### src/design/forward_moving_average_core_defines.svh
// Assertion helpers for the checks in forward_moving_average_core.sv.
`ifndef FORWARD_MOVING_AVERAGE_CORE_DEFINES_SVH
`define FORWARD_MOVING_AVERAGE_CORE_DEFINES_SVH

`define FMA_ASSERT(label, clk, rst_n, prop, msg) \
  label: assert property (@(posedge clk) disable iff (!rst_n) prop) else $error(msg);

`define FMA_CHECK(label, prop, msg) \
  `FMA_ASSERT(label, clk_i, rst_ni, prop, msg)

`endif

### src/design/fma_pkg.sv
`default_nettype none
package fma_pkg;

  localparam int unsigned WLEN_W     = 5;
  localparam int unsigned WLEN_RESET = 5;

  typedef struct packed {
    logic push;
    logic start;
    logic emit;
    logic clear;
  } fma_cmd_t;

  typedef struct packed {
    logic emit_req;
    logic stream_end;
    logic div_done;
    logic out_free;
  } fma_sts_t;

endpackage
`default_nettype wire

### src/design/fma_if.sv
`default_nettype none
interface fma_in_if #(
  parameter int unsigned SAMPLE_WIDTH = 16
);
  logic                           valid;
  logic                           ready;
  logic signed [SAMPLE_WIDTH-1:0] sample;
  logic                           last;

  modport source (output valid, output sample, output last, input ready);
  modport sink   (input valid, input sample, input last, output ready);
endinterface

interface fma_out_if #(
  parameter int unsigned SAMPLE_WIDTH = 16
);
  logic                           valid;
  logic                           ready;
  logic signed [SAMPLE_WIDTH-1:0] average;
  logic                           last_out;

  modport source (output valid, output average, output last_out, input ready);
  modport sink   (input valid, input average, input last_out, output ready);
endinterface

interface fma_cfg_if;
  logic       valid;
  logic       ready;
  logic [4:0] window_len;

  modport source (output valid, output window_len, input ready);
  modport sink   (input valid, input window_len, output ready);
endinterface
`default_nettype wire

### src/design/fma_ram.sv
`default_nettype none
module fma_ram #(
  parameter int unsigned WIDTH = 16,
  parameter int unsigned DEPTH = 16,
  localparam int unsigned AW = (DEPTH > 1) ? $clog2(DEPTH) : 1
) (
  input  wire logic             clk_i,
  input  wire logic             we_i,
  input  wire logic [AW-1:0]    waddr_i,
  input  wire logic [WIDTH-1:0] wdata_i,
  input  wire logic             re_i,
  input  wire logic [AW-1:0]    raddr_i,
  output logic      [WIDTH-1:0] rdata_o
);

  logic [WIDTH-1:0] mem [DEPTH];
  logic [WIDTH-1:0] rdata_q;

  always_ff @(posedge clk_i) begin
    if (we_i) begin
      mem[waddr_i] <= wdata_i;
    end
    if (re_i) begin
      rdata_q <= mem[raddr_i];
    end
  end

  assign rdata_o = rdata_q;

endmodule
`default_nettype wire

### src/design/fma_div.sv
`default_nettype none
module fma_div #(
  parameter int unsigned DIVIDEND_W = 21,
  parameter int unsigned DIVISOR_W  = 5,
  parameter int unsigned QUOT_W     = 16
) (
  input  wire logic                         clk_i,
  input  wire logic                         rst_ni,
  input  wire logic                         start_i,
  input  wire logic signed [DIVIDEND_W-1:0] dividend_i,
  input  wire logic        [DIVISOR_W-1:0]  divisor_i,
  output logic                              done_o,
  output logic signed      [QUOT_W-1:0]     quotient_o
);

  localparam int unsigned STEP_W = $clog2(DIVIDEND_W + 1);

  logic                  busy_q;
  logic                  done_q;
  logic [STEP_W-1:0]     step_q;
  logic                  neg_q;
  logic [DIVISOR_W-1:0]  div_q;
  logic [DIVISOR_W-1:0]  rem_q;
  logic [DIVIDEND_W-1:0] quo_q;

  logic [DIVIDEND_W-1:0] mag;
  logic [DIVISOR_W:0]    trial;
  logic [DIVISOR_W:0]    diff;
  logic                  fits;
  logic [QUOT_W-1:0]     q_mag;

  // Restoring division on the magnitude, one quotient bit per cycle.
  assign mag   = dividend_i[DIVIDEND_W-1] ? (~dividend_i + 1'b1) : dividend_i;
  assign trial = {rem_q, quo_q[DIVIDEND_W-1]};
  assign diff  = trial - {1'b0, div_q};
  assign fits  = !diff[DIVISOR_W];

  always_ff @(posedge clk_i or negedge rst_ni) begin
    if (!rst_ni) begin
      busy_q <= 1'b0;
      done_q <= 1'b0;
      step_q <= '0;
    end else if (start_i) begin
      busy_q <= 1'b1;
      done_q <= 1'b0;
      step_q <= '0;
    end else if (busy_q) begin
      step_q <= step_q + 1'b1;
      if (step_q == STEP_W'(DIVIDEND_W - 1)) begin
        busy_q <= 1'b0;
        done_q <= 1'b1;
      end
    end
  end

  always_ff @(posedge clk_i) begin
    if (start_i) begin
      neg_q <= dividend_i[DIVIDEND_W-1];
      div_q <= divisor_i;
      rem_q <= '0;
      quo_q <= mag;
    end else if (busy_q) begin
      rem_q <= fits ? diff[DIVISOR_W-1:0] : trial[DIVISOR_W-1:0];
      quo_q <= {quo_q[DIVIDEND_W-2:0], fits};
    end
  end

  assign q_mag      = quo_q[QUOT_W-1:0];
  assign quotient_o = neg_q ? (~q_mag + 1'b1) : q_mag;
  assign done_o     = done_q;

endmodule
`default_nettype wire

### src/design/fma_datapath.sv
`default_nettype none
module fma_datapath #(
  parameter int unsigned MAX_WINDOW   = 16,
  parameter int unsigned SAMPLE_WIDTH = 16
) (
  input  wire logic                           clk_i,
  input  wire logic                           rst_ni,
  input  wire fma_pkg::fma_cmd_t              cmd_i,
  output fma_pkg::fma_sts_t                   sts_o,
  input  wire logic signed [SAMPLE_WIDTH-1:0] sample_i,
  input  wire logic                           last_i,
  input  wire logic                           cfg_we_i,
  input  wire logic [fma_pkg::WLEN_W-1:0]     cfg_wdata_i,
  input  wire logic                           out_ready_i,
  output logic                                out_valid_o,
  output logic signed [SAMPLE_WIDTH-1:0]      out_average_o,
  output logic                                out_last_o
);
  import fma_pkg::*;

  localparam int unsigned CNT_W = $clog2(MAX_WINDOW + 1);
  localparam int unsigned PTR_W = (MAX_WINDOW > 1) ? $clog2(MAX_WINDOW) : 1;
  localparam int unsigned SUM_W = SAMPLE_WIDTH + CNT_W;
  localparam int unsigned CMP_W = (WLEN_W > CNT_W) ? WLEN_W : CNT_W;

  logic [WLEN_W-1:0]             window_len_q;
  logic signed [SUM_W-1:0]       sum_q;
  logic [CNT_W-1:0]              count_q;
  logic [PTR_W-1:0]              wp_q;
  logic [PTR_W-1:0]              rp_q;
  logic                          last_q;
  logic                          out_valid_q;
  logic signed [SAMPLE_WIDTH-1:0] out_avg_q;
  logic                          out_last_q;

  logic [CMP_W-1:0]               wl_ext;
  logic [CMP_W-1:0]               eff_win;
  logic [CMP_W-1:0]               cnt_ext;
  logic [SAMPLE_WIDTH-1:0]        ram_rdata;
  logic signed [SAMPLE_WIDTH-1:0] oldest;
  logic                           div_done;
  logic signed [SAMPLE_WIDTH-1:0] quotient;
  logic                           out_free;

  assign wl_ext  = CMP_W'(window_len_q);
  assign cnt_ext = CMP_W'(count_q);

  always_comb begin
    priority if (wl_ext == '0) begin
      eff_win = CMP_W'(1);
    end else if (wl_ext > CMP_W'(MAX_WINDOW)) begin
      eff_win = CMP_W'(MAX_WINDOW);
    end else begin
      eff_win = wl_ext;
    end
  end

  assign oldest   = ram_rdata;
  assign out_free = !out_valid_q || out_ready_i;

  fma_ram #(
    .WIDTH (SAMPLE_WIDTH),
    .DEPTH (MAX_WINDOW)
  ) u_ring (
    .clk_i   (clk_i),
    .we_i    (cmd_i.push),
    .waddr_i (wp_q),
    .wdata_i (sample_i),
    .re_i    (cmd_i.start),
    .raddr_i (rp_q),
    .rdata_o (ram_rdata)
  );

  fma_div #(
    .DIVIDEND_W (SUM_W),
    .DIVISOR_W  (CNT_W),
    .QUOT_W     (SAMPLE_WIDTH)
  ) u_div (
    .clk_i      (clk_i),
    .rst_ni     (rst_ni),
    .start_i    (cmd_i.start),
    .dividend_i (sum_q),
    .divisor_i  (count_q),
    .done_o     (div_done),
    .quotient_o (quotient)
  );

  always_ff @(posedge clk_i or negedge rst_ni) begin
    if (!rst_ni) begin
      window_len_q <= WLEN_W'(WLEN_RESET);
      sum_q        <= '0;
      count_q      <= '0;
      wp_q         <= '0;
      rp_q         <= '0;
      last_q       <= 1'b0;
      out_valid_q  <= 1'b0;
    end else begin
      if (cfg_we_i) begin
        window_len_q <= cfg_wdata_i;
      end
      if (cmd_i.push) begin
        sum_q   <= sum_q + SUM_W'(sample_i);
        count_q <= count_q + 1'b1;
        wp_q    <= (wp_q == PTR_W'(MAX_WINDOW - 1)) ? '0 : wp_q + 1'b1;
        last_q  <= last_i;
      end else if (cmd_i.emit) begin
        sum_q   <= sum_q - SUM_W'(oldest);
        count_q <= count_q - 1'b1;
        rp_q    <= (rp_q == PTR_W'(MAX_WINDOW - 1)) ? '0 : rp_q + 1'b1;
      end else if (cmd_i.clear) begin
        sum_q   <= '0;
        count_q <= '0;
        wp_q    <= '0;
        rp_q    <= '0;
        last_q  <= 1'b0;
      end
      if (cmd_i.emit) begin
        out_valid_q <= 1'b1;
      end else if (out_ready_i) begin
        out_valid_q <= 1'b0;
      end
    end
  end

  always_ff @(posedge clk_i) begin
    if (cmd_i.emit) begin
      out_avg_q  <= quotient;
      out_last_q <= last_q && (count_q == CNT_W'(1));
    end
  end

  assign sts_o.emit_req   = (count_q != '0) && (last_q || (cnt_ext >= eff_win));
  assign sts_o.stream_end = last_q;
  assign sts_o.div_done   = div_done;
  assign sts_o.out_free   = out_free;

  assign out_valid_o   = out_valid_q;
  assign out_average_o = out_avg_q;
  assign out_last_o    = out_last_q;

endmodule
`default_nettype wire

### src/design/fma_ctrl.sv
`default_nettype none
module fma_ctrl (
  input  wire logic              clk_i,
  input  wire logic              rst_ni,
  input  wire logic              in_valid_i,
  output logic                   in_ready_o,
  input  wire fma_pkg::fma_sts_t sts_i,
  output fma_pkg::fma_cmd_t      cmd_o
);
  import fma_pkg::*;

  typedef enum logic [1:0] {
    ST_IDLE,
    ST_CHECK,
    ST_DIV
  } state_e;

  state_e state_q;
  logic   in_ready_q;

  always_comb begin
    cmd_o = '0;
    unique case (state_q)
      ST_IDLE: begin
        cmd_o.push = in_valid_i && in_ready_q;
      end
      ST_CHECK: begin
        cmd_o.start = sts_i.emit_req;
        cmd_o.clear = !sts_i.emit_req && sts_i.stream_end;
      end
      ST_DIV: begin
        cmd_o.emit = sts_i.div_done && sts_i.out_free;
      end
      default: begin
        cmd_o = '0;
      end
    endcase
  end

  always_ff @(posedge clk_i or negedge rst_ni) begin
    if (!rst_ni) begin
      state_q    <= ST_IDLE;
      in_ready_q <= 1'b0;
    end else begin
      unique case (state_q)
        ST_IDLE: begin
          if (cmd_o.push) begin
            state_q    <= ST_CHECK;
            in_ready_q <= 1'b0;
          end else begin
            in_ready_q <= 1'b1;
          end
        end
        ST_CHECK: begin
          if (sts_i.emit_req) begin
            state_q <= ST_DIV;
          end else begin
            state_q    <= ST_IDLE;
            in_ready_q <= 1'b1;
          end
        end
        ST_DIV: begin
          if (cmd_o.emit) begin
            state_q <= ST_CHECK;
          end
        end
        default: begin
          state_q    <= ST_IDLE;
          in_ready_q <= 1'b0;
        end
      endcase
    end
  end

  assign in_ready_o = in_ready_q;

endmodule
`default_nettype wire

### src/design/forward_moving_average_core.sv
// Channel  Dir  Payload                 Handshake
// in_i     in   sample, last            valid/ready
// out_o    out  average, last_out       valid/ready
// cfg_i    in   window_len              valid/ready, always ready
//
// An input item that completes no window goes from ST_IDLE through ST_CHECK back to ST_IDLE.
// Each average comes from the bit-serial divider working on the SUM_W-bit sum;
// a last item flushes every pending average.
// Reset clears the stream state and sets window_len to 5; no clearing pass.
// A stalled output holds its average; a finished divide holds its quotient
// until the output register drains, and new input is taken once the averages are issued.
`default_nettype none
`include "forward_moving_average_core_defines.svh"
module forward_moving_average_core #(
  parameter int unsigned MAX_WINDOW   = 16,
  parameter int unsigned SAMPLE_WIDTH = 16
) (
  input  wire logic clk_i,
  input  wire logic rst_ni,
  fma_in_if.sink    in_i,
  fma_out_if.source out_o,
  fma_cfg_if.sink   cfg_i
);
  import fma_pkg::*;

  fma_cmd_t cmd;
  fma_sts_t sts;

  assign cfg_i.ready = 1'b1;

  fma_ctrl u_ctrl (
    .clk_i      (clk_i),
    .rst_ni     (rst_ni),
    .in_valid_i (in_i.valid),
    .in_ready_o (in_i.ready),
    .sts_i      (sts),
    .cmd_o      (cmd)
  );

  fma_datapath #(
    .MAX_WINDOW   (MAX_WINDOW),
    .SAMPLE_WIDTH (SAMPLE_WIDTH)
  ) u_datapath (
    .clk_i         (clk_i),
    .rst_ni        (rst_ni),
    .cmd_i         (cmd),
    .sts_o         (sts),
    .sample_i      (in_i.sample),
    .last_i        (in_i.last),
    .cfg_we_i      (cfg_i.valid),
    .cfg_wdata_i   (cfg_i.window_len),
    .out_ready_i   (out_o.ready),
    .out_valid_o   (out_o.valid),
    .out_average_o (out_o.average),
    .out_last_o    (out_o.last_out)
  );

  `FMA_CHECK(a_emit_ready, cmd.emit |-> (sts.div_done && sts.out_free), "emit without quotient")
  `FMA_CHECK(a_start_req, cmd.start |-> sts.emit_req, "divide started with no window due")
  `FMA_CHECK(a_emit_shows, cmd.emit |=> out_o.valid, "emitted average not presented")

endmodule
`default_nettype wire

### src/flat_wrapper.sv
// flat-port wrapper written by rule: the top's interface ports become plain ports
module forward_moving_average_core_flat import fma_pkg::*;
#(
  parameter int unsigned MAX_WINDOW   = 16,
  parameter int unsigned SAMPLE_WIDTH = 16
)
  (clk_i, rst_ni, in_i_valid, in_i_sample, in_i_last, in_i_ready, out_o_valid, out_o_average, out_o_last_out, out_o_ready, cfg_i_valid, cfg_i_window_len, cfg_i_ready);
  fma_in_if #(.SAMPLE_WIDTH(SAMPLE_WIDTH)) in_i_i ();
  fma_out_if #(.SAMPLE_WIDTH(SAMPLE_WIDTH)) out_o_i ();
  fma_cfg_if cfg_i_i ();
  input  wire logic clk_i;
  input  wire logic rst_ni;
  input wire logic [$bits(in_i_i.valid)-1:0] in_i_valid;
  input wire logic [$bits(in_i_i.sample)-1:0] in_i_sample;
  input wire logic [$bits(in_i_i.last)-1:0] in_i_last;
  output wire logic [$bits(in_i_i.ready)-1:0] in_i_ready;
  output wire logic [$bits(out_o_i.valid)-1:0] out_o_valid;
  output wire logic [$bits(out_o_i.average)-1:0] out_o_average;
  output wire logic [$bits(out_o_i.last_out)-1:0] out_o_last_out;
  input wire logic [$bits(out_o_i.ready)-1:0] out_o_ready;
  input wire logic [$bits(cfg_i_i.valid)-1:0] cfg_i_valid;
  input wire logic [$bits(cfg_i_i.window_len)-1:0] cfg_i_window_len;
  output wire logic [$bits(cfg_i_i.ready)-1:0] cfg_i_ready;
  assign in_i_i.valid = in_i_valid;
  assign in_i_i.sample = in_i_sample;
  assign in_i_i.last = in_i_last;
  assign in_i_ready = in_i_i.ready;
  assign out_o_valid = out_o_i.valid;
  assign out_o_average = out_o_i.average;
  assign out_o_last_out = out_o_i.last_out;
  assign out_o_i.ready = out_o_ready;
  assign cfg_i_i.valid = cfg_i_valid;
  assign cfg_i_i.window_len = cfg_i_window_len;
  assign cfg_i_ready = cfg_i_i.ready;
  forward_moving_average_core #(.MAX_WINDOW(MAX_WINDOW), .SAMPLE_WIDTH(SAMPLE_WIDTH)) u_core (.clk_i(clk_i), .rst_ni(rst_ni), .in_i(in_i_i), .out_o(out_o_i), .cfg_i(cfg_i_i));
endmodule
### config.mk
export PLATFORM = sky130hd
export DESIGN_NAME = forward_moving_average_core_flat
export DESIGN_NICKNAME = d
export VERILOG_FILES = /design/src/design/fma_pkg.sv /design/src/design/fma_if.sv /design/src/design/fma_ram.sv /design/src/design/fma_div.sv /design/src/design/fma_datapath.sv /design/src/design/fma_ctrl.sv /design/src/design/forward_moving_average_core.sv /design/src/flat_wrapper.sv
export VERILOG_INCLUDE_DIRS = /design/src /design/src/design
export SDC_FILE = /design/constraint.sdc
export NUM_CORES = 1
export LEC_CHECK = 0
export ABC_AREA = 0
export BUFFER_PORTS_ARGS = -buffer_cell sky130_fd_sc_hd__buf_2
export CORE_MARGIN = 2
export CORE_UTILIZATION = 44
export CTS_BUF_LIST = sky130_fd_sc_hd__clkbuf_4 sky130_fd_sc_hd__clkbuf_8 sky130_fd_sc_hd__clkbuf_16
export CTS_CLUSTER_DIAMETER = 30
export DETAILED_ROUTE_END_ITERATION = 8
export GPL_ROUTABILITY_DRIVEN = 0
export HOLD_SLACK_MARGIN = 0.06
export SYNTH_ARGS = -nofsm -noshare
export SYNTH_HDL_FRONTEND = slang
export SYNTH_SLANG_ARGS = --single-unit
### constraint.sdc
create_clock -name clk_i -period 4.7 [get_ports clk_i]
set_input_delay 0.705 -clock clk_i [delete_from_list [all_inputs] [get_ports clk_i]]
set_output_delay 0.705 -clock clk_i [all_outputs]
set_load 0.1 [all_outputs]
==> results.py <==
metrics = {
    "sta": {
        "max_slew_margin": 0.2028,
        "fin_crit_ns": 3.432,
        "skew_ns": 0.02224,
        "tns_ns": 0,
        "tightest_slew_ns": 1.196,
        "fmax_mhz": 291.4,
        "grt_setup_unrepaired": "no",
        "setup_violations": 0,
        "finalHoldViolations": 0,
        "drv_slew": 0,
        "hold_slack_ns": 0.1072,
        "post-route-period-util": 0.7302,
    },
    "floorplan": {
        "coreArea_sq_mm": 0.03883,
        "die_w_um": 202.8,
        "initial_core_util": 0.4479,
        "dieHeight_um": 202.8,
        "ios": 47,
        "die_area_sq_mm": 0.04113,
        "rows": 72,
    },
    "worst_setup_path": {
        "cp_data_required_time_ns": 5.16,
        "path_buf_inv": 3,
        "cp_slowest_cell": "o41ai_1",
        "critical_path.cell_chain": "inv_1, ha_1, inv_1, fa_1, a21oi_1, nor2_1, o41ai_1, buf_4, o21ai_1, o221ai_1, a2111o_1, o21ai_0, a311o_1",
        "path_max_fanout": 6,
        "critical_path_class": "reg -> reg",
        "slowest_delay_ns": 0.48,
        "crit_family": "compound AO/OA/AOI/OAI gates",
        "cp-end-kind": "register",
        "critPathLaunchType": "register",
        "path_common_cell": "inv_1",
        "crit_arrival_ns": 3.90,
    },
    "clock_network": {
        "insertion_delay_ns": 0.60,
        "numCtsBuffers": 78,
        "hold_buffers": 0,
        "cts_resized": 0,
        "numClockSinks": 372,
        "cts_setup_buffers": 0,
        "cts_htree_levels": 3,
        "clockRootBuffer": "clkbuf_16",
        "cts_buffer_depth": 3,
        "clkSlewWorstSetupHoldPaths_ns": 0.05,
        "cts_tree": "done",
    },
    "power_and_ir_drop": {
        "p_per_area_mw_per_mm2": 717.0,
        "ir_worst_vdd_v": 0.0004157,
        "p_leak_nw": 7.769,
    },
    "job": {
        "drv_cap": 0,
    },
    "route": {
        "drt_first_pass_iters": 5,
        "via_count": 10410,
        "dr_wl_met3_um": 1801,
        "drt_wl_total_um": 40200,
        "ant_nets": 0,
        "routed-wl-met2_um": 19550,
        "dr.first_iter.drc_count": 712,
        "top_layer_used": "met4",
        "wire_per_inst_um": 21.51,
        "viasPerCell": 5.569,
        "m1WireLength_um": 17740,
        "drc": 0,
    },
    "synth": {
        "synth-seq-cells": 372,
        "synth_edf_count": 316,
        "synth.distinct_cells": 77,
        "synthCells": 1179,
        "syn_area_sq_mm": 0.01739,
        "avgSynthCellArea_sq_um": 14.75,
        "yosys_warnings": 0,
        "ys_seq_area_frac": 0.6249,
        "synthFlopType": "edfxtp_1",
        "synthArstFlopShare": 0.1371,
        "synth_nets": 1271,
    },
    "finish": {
        "drive_gt1_frac": 0.2354,
        "nFillCells": 3106,
        "syn2layout_area_growth_pct": 21.78,
        "fin_area_sq_mm": 0.02118,
        "nets": 1377,
        "final_cell_mix": "edfxtp_1, mux4_2, clkbuf_16",
        "final_common_cell": "edfxtp_1",
        "fin_cells": 1869,
        "antennaDiodeCount": 0,
    },
    "grt": {
        "grt_antenna_before_repair": 0,
        "grtUsageTotal": 0.2022,
        "first_global_vias": 10540,
        "grt-ovfl-total": 0,
        "grt_max_degree": 74,
        "grt_pass1_wl_um": 62360,
    },
    "place": {
        "placed_cells": 1723,
        "placed_cell_area_sq_mm": 0.01830,
        "dp_hpwl_um": 23980,
        "io_buffers": 45,
    },
    "worst_hold_path": {
        "hp-class": "in -> async",
    },
    "run_status": {
        "status": "completed",
    },
}
[cell usage after synthesis, types with 5 or more instances]
| master | number | area share |
|---|---|---|
| a211oi_1 | 6 | 0.0026 |
| a22oi_1 | 7 | 0.0030 |
| dfrtp_1 | 49 | 0.071 |
| o221ai_1 | 7 | 0.0035 |
| nand2b_1 | 9 | 0.0032 |
| and3_1 | 10 | 0.0036 |
| xor2_1 | 32 | 0.016 |
| o21ai_0 | 41 | 0.012 |
| nand2_1 | 73 | 0.016 |
| nor2_1 | 74 | 0.016 |
| nor3_1 | 19 | 0.0055 |
| clkbuf_1 | 37 | 0.0080 |
| nor2b_1 | 8 | 0.0029 |
| dfxtp_1 | 5 | 0.0058 |
| nand3_1 | 20 | 0.0058 |
| mux2_2 | 8 | 0.0052 |
| o31ai_1 | 18 | 0.0078 |
| xnor2_1 | 34 | 0.017 |
| or3_1 | 9 | 0.0032 |
| edfxtp_1 | 316 | 0.55 |
| mux4_2 | 80 | 0.10 |
| and2_1 | 12 | 0.0043 |
| nand4_1 | 7 | 0.0025 |
| mux2i_1 | 9 | 0.0052 |
| a21o_1 | 15 | 0.0065 |
| or4_1 | 6 | 0.0026 |
| ha_1 | 62 | 0.045 |
| a21oi_1 | 59 | 0.017 |
| inv_1 | 54 | 0.012 |
[worst paths after layout]
| check | from | to | depth (start not counted) | slack (ns) |
|---|---|---|---|---|
| worst max-delay path | u_core.u_datapath.sum_q[0]$_DFFE_PN0P_ | u_core.u_datapath.sum_q[20]$_DFFE_PN0P_ | 13 | 1.27 |
| worst min-delay path | rst_ni | u_core.u_datapath.cnt_ext[2]$_DFFE_PN0P_ | 1 | 0.11 |
| worst max register to register | u_core.u_datapath.sum_q[0]$_DFFE_PN0P_ | u_core.u_datapath.sum_q[20]$_DFFE_PN0P_ | 13 | 1.27 |
| worst min register to register | u_core.u_datapath.u_div.rem_q[1]$_SDFFE_PP0P_ | u_core.u_datapath.u_div.rem_q[1]$_SDFFE_PP0P_ | 2 | 0.49 |
| max in group asynchronous | rst_ni | u_core.u_datapath.rp_q[0]$_DFFE_PN0P_ | 2 | 3.72 |
| min in group clk_i | in_i_last | u_core.u_datapath.last_q$_DFFE_PN0P_ | 3 | 0.31 |
[logic make-up after synthesis]
group / count (synthesis) / synth area share
AO/OA/AOI/OAI: 210 / 0.08022
XOR/XNOR: 66 / 0.03324
adder cells (fa/ha/maj): 65 / 0.04806
buffers and inverters: 99 / 0.02338
flip-flops: 372 / 0.6249
multiplexers: 97 / 0.1140
other: 1 / 0.0002156
AND/OR/NAND/NOR: 269 / 0.07598
[layer usage]
layer / GRT usage / vias up
met5: 0 / -
met3: 0.03403 / 72
met4: 0.07769 / 0
met1: 0.2686 / 5251
li1: - / 4832
met2: 0.3351 / 254
[per-stage QoR]
step / worst slack [ns] / power (mW) / util
2_1_floorplan: 1.241 / 8.175 / -
3_3_place_gp: 1.279 / 9.290 / 0.4712
3_5_place_dp: 1.212 / 9.350 / 0.4712
4_1_cts: 1.328 / 15.30 / 0.5454
5_1_grt: 1.013 / 16.04 / 0.5454
6_report: 1.268 / 15.18 / 0.5454
[state kept, by name, indices dropped and copies added (netlist names)]
signal,cells
u_core.u_datapath.u_div.div_q,5
u_core.u_datapath.u_div.rem_q,5
u_core.u_ctrl.state_q,2
u_core.u_datapath.out_average_o,16
u_core.u_datapath.u_ring.rdata_o,16
u_core.u_datapath.u_div.busy_q,1
u_core.u_datapath.out_valid_o,1
u_core.u_ctrl.in_ready_o,1
u_core.u_datapath.u_div.quo_q,21
u_core.u_datapath.u_div.step_q,5
u_core.u_datapath.last_q,1
u_core.u_datapath.wp_q,4
u_core.u_datapath.sum_q,21
u_core.u_datapath.u_div.neg_q,1
u_core.u_datapath.window_len_q,5
u_core.u_datapath.rp_q,4
u_core.u_datapath.out_last_o,1
u_core.u_datapath.u_div.done_o,1
u_core.u_datapath.u_ring.mem,256
u_core.u_datapath.cnt_ext,5
[final cells by class]
type                            count  area (sq um)  share of cell area
Sequential cell                   372         10870              0.5134
Tap cell                          518         648.1             0.03060
Clock buffer                       88          2033             0.09601
Inverter                           54         202.7            0.009571
Timing Repair Buffer               71         432.9             0.02044
Clock inverter                     58         849.6             0.04012
Multi-Input combinational cell    708          6138              0.2899
[worst reg2reg max path: stages, from the launching register on]
cell	delay, ns
dfrtp_1	0.45
inv_1	0.11
ha_1	0.19
inv_1	0.06
fa_1	0.40
a21oi_1	0.21
nor2_1	0.09
o41ai_1	0.48
buf_4	0.21
o21ai_1	0.10
o221ai_1	0.35
a2111o_1	0.20
o21ai_0	0.12
a311o_1	0.33
[where the power goes]
group	internal, mW	leakage (nW)	switching [mW]
logic	2.01	2.85	2.42
clock network	4.00	1.38	1.87
registers	4.24	3.54	0.649
total	10.2	7.77	4.94
Note: power is estimated with default switching activity, not from simulation.
